[src/rtl/multichannel_pulse_train_generator_assert.svh]
// Assertion macros for the pulse train generator
`ifndef MULTICHANNEL_PULSE_TRAIN_GENERATOR_ASSERT_SVH
`define MULTICHANNEL_PULSE_TRAIN_GENERATOR_ASSERT_SVH

// Check a property outside reset
`define MPTG_ASSERT(lbl, clk, rst_n, prop) \
    lbl: assert property (@(posedge clk) disable iff (!(rst_n)) (prop)) \
        else $error("mptg check failed");

// Check a property at every edge, reset included
`define MPTG_ASSERT_ALWAYS(lbl, clk, prop) \
    lbl: assert property (@(posedge clk) (prop)) \
        else $error("mptg check failed");

`endif

[src/rtl/mptg_pkg.sv]
// Types and constants shared by the pulse train generator modules
package mptg_pkg;

    localparam int MAX_OUT = 8;
    localparam int NRES_W  = 4;

    localparam logic OP_TICK  = 1'b0;
    localparam logic OP_START = 1'b1;

    localparam logic KIND_PIN = 1'b0;
    localparam logic KIND_RSP = 1'b1;

    localparam logic [15:0] TICK_RESET = 16'd10;

    typedef struct packed {
        logic [15:0]        count;
        logic signed [25:0] phase;
        logic [23:0]        period;
        logic [23:0]        width;
        logic [7:0]         pin;
    } t_slot_entry;

    typedef struct packed {
        logic keep;
        logic emit;
        logic level;
    } t_upd_res;

    typedef enum logic [2:0] {
        ST_IDLE,
        ST_START_RSP,
        ST_TICK,
        ST_TICK_END,
        ST_TICK_FLUSH
    } t_state;

    typedef struct packed {
        logic busy;
        logic rd_en;
        logic send_rsp;
        logic flush;
    } t_ctrl;

endpackage

[src/rtl/mptg_slot_mem.sv]
// Slot table memory: one write port, one registered read port
module mptg_slot_mem #(
    parameter int SLOTS = 8,
    parameter int AW    = 3
) (
    input  logic                  i_clk,
    input  logic                  i_we,
    input  logic [AW-1:0]         i_waddr,
    input  mptg_pkg::t_slot_entry i_wdata,
    input  logic                  i_re,
    input  logic [AW-1:0]         i_raddr,
    output mptg_pkg::t_slot_entry o_rdata
);

    mptg_pkg::t_slot_entry r_mem [SLOTS];
    mptg_pkg::t_slot_entry r_rdata;

    always_ff @(posedge i_clk) begin
        if (i_we) begin
            r_mem[i_waddr] <= i_wdata;
        end
    end

    always_ff @(posedge i_clk) begin
        if (i_re) begin
            r_rdata <= r_mem[i_raddr];
        end
    end

    assign o_rdata = r_rdata;

endmodule

[src/rtl/mptg_slot_upd.sv]
// Per-slot tick update: advance phase, wrap, count down, pick pin level
module mptg_slot_upd (
    input  mptg_pkg::t_slot_entry i_entry,
    input  logic [15:0]           i_tick,
    output mptg_pkg::t_slot_entry o_entry,
    output mptg_pkg::t_upd_res    o_res
);

    logic signed [25:0] ph_sum;
    logic signed [25:0] ph_new;
    logic signed [25:0] per;
    logic signed [25:0] w_lo;
    logic signed [25:0] w_hi;
    logic               wrap;
    logic [15:0]        cnt_new;
    logic               lvl_hi;
    logic               lvl_lo;

    always_comb begin
        ph_sum  = i_entry.phase + $signed({10'b0, i_tick});
        per     = $signed({2'b0, i_entry.period});
        w_lo    = $signed({2'b0, i_entry.width});
        w_hi    = w_lo + $signed({10'b0, i_tick});
        wrap    = (ph_sum >= per);
        ph_new  = wrap ? 26'sd0 : ph_sum;
        cnt_new = wrap ? (i_entry.count - 16'd1) : i_entry.count;
        lvl_hi  = (ph_new == 26'sd0);
        lvl_lo  = !lvl_hi && (ph_new >= w_lo) && (ph_new < w_hi);

        o_entry       = i_entry;
        o_entry.phase = ph_new;
        o_entry.count = cnt_new;

        o_res.keep  = (cnt_new != 16'd0);
        o_res.emit  = o_res.keep && (lvl_hi || lvl_lo);
        o_res.level = lvl_hi;
    end

endmodule

[src/rtl/multichannel_pulse_train_generator.sv]
// Pulse train generator top level: control, slot table walk and result register
//
// Items enter on start while busy is low. i_operation selects a tick or a start.
// A start claims the lowest free slot. When claimed, a pin-low write leaves in
// the cycle after the transfer and the accepted response the cycle after; busy is
// high for one cycle. When refused, one response leaves in the next cycle and the
// block is ready again at once.
// A tick walks the slot table, one slot per cycle through the registered read
// port, and writes each active slot back. Busy stays high through the walk and
// the TICK_END and TICK_FLUSH states. Each pin write is held in a pending
// register until the next one is found or the walk ends; the final one carries
// o_last and shows as busy falls.
// Each result shows for one cycle with o_strobe; the receiver cannot stall.
// The tick interval register is written over the cfg channel while idle.
// Reset frees every slot at once and sets the tick interval to 10.
module multichannel_pulse_train_generator #(
    parameter int SLOTS = 8
) (
    input  logic        i_clk,
    input  logic        i_rst_n,
    input  logic        start,
    output logic        busy,
    input  logic        i_operation,
    input  logic [7:0]  i_pin_id,
    input  logic [23:0] i_period_us,
    input  logic [23:0] i_width_us,
    input  logic [15:0] i_pulse_count,
    input  logic        i_cfg_valid,
    output logic        o_cfg_ready,
    input  logic [15:0] i_cfg_data,
    output logic        o_strobe,
    output logic        o_result_kind,
    output logic [7:0]  o_out_pin,
    output logic        o_level,
    output logic        o_accepted,
    output logic [5:0]  o_slot_index,
    output logic        o_last
);

    localparam int AW = (SLOTS > 1) ? $clog2(SLOTS) : 1;

    mptg_pkg::t_state r_state;
    mptg_pkg::t_state n_state;
    mptg_pkg::t_ctrl  ctrl;

    logic [15:0]      r_tick;
    logic [SLOTS-1:0] r_active;
    logic [AW-1:0]    r_addr;
    logic             r_s1_vld;
    logic [AW-1:0]    r_s1_addr;
    logic             r_s1_act;
    logic [mptg_pkg::NRES_W-1:0] r_nres;

    logic        r_pend_vld;
    logic [7:0]  r_pend_pin;
    logic        r_pend_level;
    logic [5:0]  r_pend_slot;

    logic [7:0]  r_req_pin;
    logic [5:0]  r_req_slot;

    logic        r_strobe;
    logic        r_kind;
    logic [7:0]  r_pin;
    logic        r_level;
    logic        r_acc;
    logic [5:0]  r_slot;
    logic        r_last;

    logic          acc_item;
    logic          acc_start;
    logic          acc_tick;
    logic          free_ok;
    logic [AW-1:0] free_idx;
    logic          last_addr;
    logic          take_res;

    logic                  mem_we;
    logic [AW-1:0]         mem_waddr;
    mptg_pkg::t_slot_entry mem_wdata;
    mptg_pkg::t_slot_entry mem_rdata;
    mptg_pkg::t_slot_entry start_entry;
    mptg_pkg::t_slot_entry upd_entry;
    mptg_pkg::t_upd_res    upd_res;

    function automatic logic [AW-1:0] first_free(input logic [SLOTS-1:0] act);
        logic [AW-1:0] idx;
        idx = '0;
        for (int i = SLOTS - 1; i >= 0; i--) begin
            if (!act[i]) begin
                idx = AW'(i);
            end
        end
        return idx;
    endfunction

    assign acc_item  = start && !ctrl.busy;
    assign acc_start = acc_item && (i_operation == mptg_pkg::OP_START);
    assign acc_tick  = acc_item && (i_operation == mptg_pkg::OP_TICK);
    assign free_ok   = !(&r_active);
    assign free_idx  = first_free(r_active);
    assign last_addr = (r_addr == AW'(SLOTS - 1));
    assign take_res  = r_s1_vld && r_s1_act && upd_res.emit
                       && (r_nres < mptg_pkg::NRES_W'(mptg_pkg::MAX_OUT));

    always_comb begin
        n_state = r_state;
        unique case (r_state)
            mptg_pkg::ST_IDLE: begin
                if (acc_start && free_ok) begin
                    n_state = mptg_pkg::ST_START_RSP;
                end else if (acc_tick) begin
                    n_state = mptg_pkg::ST_TICK;
                end
            end
            mptg_pkg::ST_START_RSP: n_state = mptg_pkg::ST_IDLE;
            mptg_pkg::ST_TICK: begin
                if (last_addr) begin
                    n_state = mptg_pkg::ST_TICK_END;
                end
            end
            mptg_pkg::ST_TICK_END:   n_state = mptg_pkg::ST_TICK_FLUSH;
            mptg_pkg::ST_TICK_FLUSH: n_state = mptg_pkg::ST_IDLE;
            default:                 n_state = mptg_pkg::ST_IDLE;
        endcase
    end

    always_comb begin
        ctrl.busy     = (r_state != mptg_pkg::ST_IDLE);
        ctrl.rd_en    = (r_state == mptg_pkg::ST_TICK);
        ctrl.send_rsp = (r_state == mptg_pkg::ST_START_RSP);
        ctrl.flush    = (r_state == mptg_pkg::ST_TICK_FLUSH);
    end

    always_ff @(posedge i_clk) begin
        if (!i_rst_n) begin
            r_state <= mptg_pkg::ST_IDLE;
        end else begin
            r_state <= n_state;
        end
    end

    always_comb begin
        start_entry.count  = i_pulse_count;
        start_entry.phase  = $signed(26'd0 - {10'b0, r_tick});
        start_entry.period = i_period_us;
        start_entry.width  = i_width_us;
        start_entry.pin    = i_pin_id;
    end

    assign mem_we    = (acc_start && free_ok) || (r_s1_vld && r_s1_act);
    assign mem_waddr = r_s1_vld ? r_s1_addr : free_idx;
    assign mem_wdata = r_s1_vld ? upd_entry : start_entry;

    mptg_slot_mem #(
        .SLOTS (SLOTS),
        .AW    (AW)
    ) u_mem (
        .i_clk   (i_clk),
        .i_we    (mem_we),
        .i_waddr (mem_waddr),
        .i_wdata (mem_wdata),
        .i_re    (ctrl.rd_en),
        .i_raddr (r_addr),
        .o_rdata (mem_rdata)
    );

    mptg_slot_upd u_upd (
        .i_entry (mem_rdata),
        .i_tick  (r_tick),
        .o_entry (upd_entry),
        .o_res   (upd_res)
    );

    always_ff @(posedge i_clk) begin
        if (!i_rst_n) begin
            r_tick     <= mptg_pkg::TICK_RESET;
            r_active   <= '0;
            r_addr     <= '0;
            r_s1_vld   <= 1'b0;
            r_s1_act   <= 1'b0;
            r_nres     <= '0;
            r_pend_vld <= 1'b0;
            r_strobe   <= 1'b0;
        end else begin
            r_s1_vld <= ctrl.rd_en;
            r_s1_act <= r_active[r_addr];

            if (i_cfg_valid && o_cfg_ready) begin
                r_tick <= i_cfg_data;
            end

            if (acc_start && free_ok) begin
                r_active[free_idx] <= (i_pulse_count != 16'd0);
            end
            if (r_s1_vld && r_s1_act) begin
                r_active[r_s1_addr] <= upd_res.keep;
            end

            if (acc_tick) begin
                r_addr     <= '0;
                r_nres     <= '0;
                r_pend_vld <= 1'b0;
            end else if (ctrl.rd_en && !last_addr) begin
                r_addr <= r_addr + AW'(1);
            end

            if (take_res) begin
                r_pend_vld <= 1'b1;
                r_nres     <= r_nres + mptg_pkg::NRES_W'(1);
            end
            if (ctrl.flush) begin
                r_pend_vld <= 1'b0;
            end

            priority if (acc_start) begin
                r_strobe <= 1'b1;
            end else if (ctrl.send_rsp) begin
                r_strobe <= 1'b1;
            end else if (take_res && r_pend_vld) begin
                r_strobe <= 1'b1;
            end else if (ctrl.flush && r_pend_vld) begin
                r_strobe <= 1'b1;
            end else begin
                r_strobe <= 1'b0;
            end
        end
    end

    always_ff @(posedge i_clk) begin
        r_s1_addr <= r_addr;

        if (acc_start) begin
            r_req_pin  <= i_pin_id;
            r_req_slot <= 6'(free_idx);
        end

        if (take_res) begin
            r_pend_pin   <= upd_entry.pin;
            r_pend_level <= upd_res.level;
            r_pend_slot  <= 6'(r_s1_addr);
        end

        priority if (acc_start) begin
            r_pin   <= i_pin_id;
            r_level <= 1'b0;
            if (free_ok) begin
                r_kind <= mptg_pkg::KIND_PIN;
                r_acc  <= 1'b0;
                r_slot <= 6'(free_idx);
                r_last <= 1'b0;
            end else begin
                r_kind <= mptg_pkg::KIND_RSP;
                r_acc  <= 1'b0;
                r_slot <= 6'd0;
                r_last <= 1'b1;
            end
        end else if (ctrl.send_rsp) begin
            r_kind  <= mptg_pkg::KIND_RSP;
            r_pin   <= r_req_pin;
            r_level <= 1'b0;
            r_acc   <= 1'b1;
            r_slot  <= r_req_slot;
            r_last  <= 1'b1;
        end else if ((take_res || ctrl.flush) && r_pend_vld) begin
            r_kind  <= mptg_pkg::KIND_PIN;
            r_pin   <= r_pend_pin;
            r_level <= r_pend_level;
            r_acc   <= 1'b0;
            r_slot  <= r_pend_slot;
            r_last  <= ctrl.flush;
        end else begin
            // hold the result registers
        end
    end

    assign busy          = ctrl.busy;
    assign o_cfg_ready   = !ctrl.busy;
    assign o_strobe      = r_strobe;
    assign o_result_kind = r_kind;
    assign o_out_pin     = r_pin;
    assign o_level       = r_level;
    assign o_accepted    = r_acc;
    assign o_slot_index  = r_slot;
    assign o_last        = r_last;

`include "multichannel_pulse_train_generator_assert.svh"

    `MPTG_ASSERT(a_rsp_is_last, i_clk, i_rst_n, (o_strobe && o_result_kind == mptg_pkg::KIND_RSP) |-> o_last)
    `MPTG_ASSERT(a_claim_pin_first, i_clk, i_rst_n, (r_state == mptg_pkg::ST_START_RSP) |-> (o_strobe && o_result_kind == mptg_pkg::KIND_PIN && !o_last))
    `MPTG_ASSERT(a_tick_holds_busy, i_clk, i_rst_n, (acc_tick) |=> (busy && r_addr == '0 && !r_pend_vld))
    `MPTG_ASSERT(a_result_bound, i_clk, i_rst_n, r_nres <= mptg_pkg::NRES_W'(mptg_pkg::MAX_OUT))

endmodule
[config.mk]
export PLATFORM = sky130hd
export DESIGN_NAME = multichannel_pulse_train_generator
export DESIGN_NICKNAME = d
export VERILOG_FILES = /design/src/rtl/mptg_pkg.sv /design/src/rtl/mptg_slot_mem.sv /design/src/rtl/mptg_slot_upd.sv /design/src/rtl/multichannel_pulse_train_generator.sv
export VERILOG_INCLUDE_DIRS = /design/src /design/src/rtl
export SDC_FILE = /design/constraint.sdc
export NUM_CORES = 1
export LEC_CHECK = 0
export ABC_AREA = 1
export BUFFER_PORTS_ARGS = -buffer_cell sky130_fd_sc_hd__buf_2
export CAP_MARGIN = 20
export CORE_MARGIN = 2
export CORE_UTILIZATION = 45
export CTS_CLUSTER_SIZE = 30
export DETAILED_ROUTE_END_ITERATION = 8
export SYNTH_ARGS = -nofsm -noshare
export SYNTH_HDL_FRONTEND = slang
export SYNTH_SLANG_ARGS = --single-unit
[constraint.sdc]
create_clock -name i_clk -period 13.2 [get_ports i_clk]
set_clock_uncertainty 0.15 [all_clocks]
set_input_delay 2.64 -clock i_clk [delete_from_list [all_inputs] [get_ports i_clk]]
set_output_delay 2.64 -clock i_clk [all_outputs]
set_load 0.005 [all_outputs]
### After elaboration in Yosys (flattened, before gate mapping)

Memories as Yosys holds them, arrays and structs flattened. A register that Yosys moved wholly into a read port is not among the register bits.
Cells that the tools add are included.

* $add $sub $neg: 6
* magnitude comparators: 9
* equal/unequal tests: 7
* mux-type cells: 51
* bitwise operators: 2
* reduce and logical (&&, ||, !) cells: 37

Operators by type and width (count)
* 98-bit 2-to-1 mux: 1
* 26-bit by 25-bit >= comparator with 1-bit output: 2
* 8-bit 2-to-1 mux: 6
* 3-bit 2-to-1 mux: 13
* 16-bit nonzero test: 2
* 26-bit by 17-bit adder with 26-bit output: 1
* 26-bit logical NOT: 1
* 26-bit less-than comparator: 1
* 26-bit 2-to-1 mux: 1
* 24-bit by 16-bit adder with 25-bit output: 1
* 1-bit 2-to-1 mux: 18
* 6-bit 2-to-1 mux: 3
* 1-bit logical AND: 17
* 1-bit by 16-bit subtractor with 17-bit output, first input constant: 1
* 8-bit bitwise mux: 2
* 16-bit 2-to-1 mux: 1
* 16-bit by 1-bit subtractor with 16-bit output, second input constant: 1
* 3-bit by 4-bit less-than comparator with 1-bit output, second input constant: 3
* 3-bit one-hot mux with 3 select lines: 1
* 4-bit 2-to-1 mux: 2
* 8-bit AND reduction: 1
* 1-bit demux with 3-bit select: 2
* 3-bit by 2-bit equality test with 1-bit output, second input constant: 2
* 3-bit equality test, second input constant: 2
* 16 further kinds: 27

* register bits after elaboration: 82
* bits in writable memories: 784
* bits of input ports: 93
* output and inout port bits: 21
* logic and storage cells: 134
* memories: 1

Memories
* u_mem.r_mem: words 8, width 98, read ports 1, clocked after memory_dff 1, wr ports 1, line mptg_slot_mem.sv:15 `mptg_pkg::t_slot_entry r_mem [SLOTS];`

### Logic depth before layout (Yosys ltp)

* word-level depth: 17
* mapped depth: 45
* depth with buffers taken out: 43

### By module

From an unflattened synthesis, not the netlist that was laid out.

* cell total of the unflattened synthesis: 5005
* area total of the unflattened synthesis: 46863.7 um^2

By module, submodules not included
* mptg_slot_mem: times used 1, cells each 3503, area each 37242.0 um^2, sequential area each 26485.4 um^2
* mptg_slot_upd: times used 1, cells each 789, area each 4843.4 um^2, sequential area each 0.0 um^2
* multichannel_pulse_train_generator: times used 1, cells each 713, area each 4778.3 um^2, sequential area each 1941.9 um^2

### Worst setup path after synthesis

No wires, ideal clock.

* kind: in2reg
* start point: input port start
* end point: memory u_mem.r_mem[0][0] (netlist name) (enable)
* setup time: 556 ps
* arrival: 8531 ps
* required time: 12494 ps
* setup slack: 3963 ps
* cell stages on the path: 8
* path buffers: 0
* cell sequence: inv_1 > nor3_1 > inv_1 > a21oi_1 > inv_1 > nand2_1 > nand3_1 > nor2_1

* longest elaborated chain between the ends: 6

RTL lines
* from (decl): line multichannel_pulse_train_generator.sv:21 `input logic start,`
* 1-bit logical AND: line multichannel_pulse_train_generator.sv:97 `assign acc_item = start && !ctrl.busy;`
* 1-bit logical AND: line multichannel_pulse_train_generator.sv:98 `assign acc_start = acc_item && (i_operation == mptg_pkg::OP_START);`
* named net acc_start: line multichannel_pulse_train_generator.sv:71 `logic acc_start;`
* 1-bit logical AND: line multichannel_pulse_train_generator.sv:151 `assign mem_we = (acc_start && free_ok) || (r_s1_vld && r_s1_act);`
* 1-bit logical OR: line multichannel_pulse_train_generator.sv:151
* 1-bit 2-to-1 mux: line mptg_slot_mem.sv:19 `if (i_we) begin`
* 1-bit 2-to-1 mux (implied by the code): line mptg_slot_mem.sv:20 `r_mem[i_waddr] <= i_wdata;`
* to (decl): line mptg_slot_mem.sv:15

The timed path passes the listed nets, and every way through them passes these cells.

### Final worst setup path

* start point: register, netlist name u_mem.o_rdata[56]
* end point: register r_pin[3], in the netlist o_out_pin[3] (enable)

* longest elaborated chain between the ends: 14
* elaborated cells between the ends (all ways): 18
* those cells by class: add/sub: 1; order compare: 3; mux: 2; reduce/logical: 12

RTL lines
* 26-bit by 17-bit adder with 26-bit output *: line mptg_slot_upd.sv:20 `ph_sum = i_entry.phase + $signed({10'b0, i_tick});`
* parallel branches: the longest is 7 deep, another holds 26-bit by 25-bit >= comparator with 1-bit output
* 1-bit logical AND *: line mptg_slot_upd.sv:35 `o_res.emit = o_res.keep && (lvl_hi || lvl_lo);`
* 1-bit logical AND *: line multichannel_pulse_train_generator.sv:103 `assign take_res = r_s1_vld && r_s1_act && upd_res.emit`
* 1-bit logical AND *: line multichannel_pulse_train_generator.sv:104 `&& (r_nres < mptg_pkg::NRES_W'(mptg_pkg::MAX_OUT));`
* 1-bit logical OR *: line multichannel_pulse_train_generator.sv:265 `end else if ((take_res || ctrl.flush) && r_pend_vld) begin`
* 1-bit logical AND *: line multichannel_pulse_train_generator.sv:265
* 3-bit nonzero test (no source line) *
* to (signal assigned): line multichannel_pulse_train_generator.sv:245 `r_pin <= i_pin_id;`
* to (signal assigned): line multichannel_pulse_train_generator.sv:260 `r_pin <= r_req_pin;`
* to (signal assigned): line multichannel_pulse_train_generator.sv:267 `r_pin <= r_pend_pin;`
* to (decl): line multichannel_pulse_train_generator.sv:64 `logic [7:0] r_pin;`

Mark *: on every way between the ends.
A chain may end at the register's enable or synchronous reset.

==> impl_results.md <==
- DR WL/cell: 20.2 um
- Switching Share: 28.0%
- # setup viols final: 0
- GPL Wtd Cong: 0.894
- RSZ-0062 raised after global routing: no
- Vias in the first global route: 26600
- Total GRT Usage: 21.9%
- Clock power share: 35.1%
- Crit end category: flop
- Maximum clock frequency: 144 MHz
- Top delay family on crit path: simple AND/OR/NAND/NOR gates
- Switching power: 2.15 mW
- Status: complete, no violations
- Setup tns final: 0 ps
- Fill count: 8186
- Yosys warning count: 0
- Count leader, synth: edfxtp_1
- Drt initial violations: 2619
- Largest net degree at the start of global routing: 230
- Number of CTS-inserted buffers: 99
- Main synth FF type: edfxtp_1
- CTS Hold Bufs: 0
- Maximum vdd drop: 127 uV
- Initial antenna violation count: 0
- Post-synth EDFFs: 918
- Top cell type by total area after synthesis: edfxtp_1
- Asr flop ratio synth: 0%
- Layout cell share with drive strength beyond 1: 8.11%
- Die area: 95600 um2
- Initial Util: 45.6%
- Maximum clock path buffer count: 3
- 1st-pass router iterations: 7
- CP Class: flop to flop
- H-tree levels: 3
- Via-to-Cell Ratio: 5.45
- Routed vias: 28100
- IO Port Bufs: 110
- Hold WS: 297 ps
- Routed WL: 104000 um
- DP Worst Slack: 6180 ps
- Max Cap Viol: 0
- CTS Root Cell: clkbuf_16
- Arr. time, crit path: 7100 ps
- Hold WC Path Type: flop to flop
- Clock sink total: 961
- Crit path time final: 6940 ps
- TritonCTS clock tree: built
- Fin crit share: 52.6%
- Syn-to-layout area delta: 11.8%
- Startpoint Class: flop
- Leak: 17.1 nW
- Die height: 309 um
- Power density over the cells: 164 nW/um2
- Synthesized flop and latch total: 961
- Cell Rows: 111
- Sequential share of the synthesized area: 67.8%
- Comb power frac: 17.0%
- Die Span X: 309 um
- Internal power: 5.53 mW
- Worst endpoint required time: 13360 ps
- Worst-skew pair later-pin latency: 680 ps
- Synth cell count leaders: edfxtp_1, nor2_1, o21ai_0, nand2_1, inv_1
- Mapped Cells: 3757
- First-pass GRT wire length: 159000 um
- Slew HR: 27.2%
- Yosys cell types: 44
- Crit-path slowest cell: inv_1
- Antenna Nets Post-Route: 0
- Total gr overflow: 0
- Share of the synthesized area in the top cell type: 65.8%
- Nets: 4020
- Max Slew Vio Count: 0
- Final Hold Viols: 0
- Seq pwr share: 47.9%
- Clock slew at reported path FFs: 60 ps
- Post-Syn Area: 41900 um2
- Placed wire-length estimate: 61200 um
- Critical-path maximum fanout: 46
- Core ar.: 91900 um2
- Area contributors post-synth: edfxtp_1, nor2_1, o21ai_0, nand2_1, ha_1
- Post-CTS Setup Repair Bufs: 0
- Crit-path most repeated cell: nand2_1
- Post-route DRC: 0
- Post-cts resize count: 0
- Worst Path Buf+Inv: 2
- Worst path max stage delay: 610 ps
- Slew of the pin with the lowest slew margin: 1080 ps
- I/O Pins: 114
- Syn_area_per_cell: 11.2 um2
- Final worst setup slack: 6260 ps
[registers in the layout, indices dropped and copies added, names as in the netlist, 4 cells and up]
| signal | cells |
|---|---|
| r_active | 8 |
| u_mem.r_mem | 784 |
| r_req_pin | 8 |
| r_nres | 4 |
| u_mem.o_rdata | 98 |
| r_tick | 16 |
| o_out_pin | 8 |
| r_pend_pin | 8 |
[logic make-up after synthesis]
family                   count (synthesis)  share of synthesized area, %
other                                    1                       0.00895
adder cells (fa/ha/maj)                103                          3.11
AND/OR/NAND/NOR                       1367                          12.9
XOR/XNOR                                62                          1.30
buffers and inverters                  429                          3.91
flip-flops                             961                          67.8
AO/OA/AOI/OAI                          834                          10.9
[metrics by stage]
stage	area, um2	utilization, %	power [mW]	instances
2_1_floorplan	41900	-	4.62	3759
3_3_place_gp	43700	47.5	5.02	4963
3_5_place_dp	43700	47.5	5.04	4963
4_1_cts	46800	50.9	7.73	5147
5_1_grt	46900	51.0	8.04	5150
6_report	46900	51.0	7.69	5151
[area by class of cell]
class / count / area (um2) / share of cell area (%)
Inverter: 242 / 928 / 1.98
Multi-Input combinational cell: 2369 / 11900 / 25.4
Clock buffer: 130 / 2680 / 5.71
Tap cell: 1243 / 1560 / 3.32
Sequential cell: 961 / 28400 / 60.7
Clock inverter: 54 / 459 / 0.980
Timing Repair Buffer: 151 / 883 / 1.89
Antenna cell: 1 / 2.50 / 0.00534
[cells in the final DEF, fill, tap and decap left out, drive strengths merged, types with 31 or more instances in the layout]
cell type	Yosys	routed
clkbuf	161	132
clkinv	4	40
a31oi	106	106
dfxtp	43	43
o22ai	98	98
buf	26	149
nor2	809	809
nand2	416	416
xor2	46	46
o21ai	512	512
a21oi	70	70
nand3	66	66
edfxtp	918	918
nand4	31	31
ha	101	101
inv	238	245
[per-layer routing]
layer | global-route usage (%) | wire (um) | up-vias
li1 | - | - | 13400
met1 | 31.1 | 46500 | 13600
met2 | 34.5 | 47900 | 876
met3 | 3.86 | 7450 | 152
met4 | 6.33 | 2460 | 0
met5 | 0 | 0 | -
[power groups by stage]
stage               clock (mW)  sequential (mW)  combinational (mW)
finish                    2.70             3.68                1.31
CTS                       2.75             3.68                1.31
global placement             0             3.74                1.28
detailed placement           0             3.74                1.30
global route              2.86             3.69                1.49
floorplan                    0             3.72               0.904
[final timing paths]
kind,start,endpoint,slack [ps],cells past startpoint
hold / removal,r_addr[2]$_SDFFE_PP0P_,r_s1_addr[2]$_DFF_P_,300,0
setup / recovery,u_mem.o_rdata[56]$_DFFE_PP_,o_out_pin[3]$_DFFE_PP_,6260,36
hold reg to reg,r_addr[2]$_SDFFE_PP0P_,r_s1_addr[2]$_DFF_P_,300,0
setup reg to reg,u_mem.o_rdata[56]$_DFFE_PP_,o_out_pin[3]$_DFFE_PP_,6260,36
No activity file was read; power rests on OpenSTA's default activity.
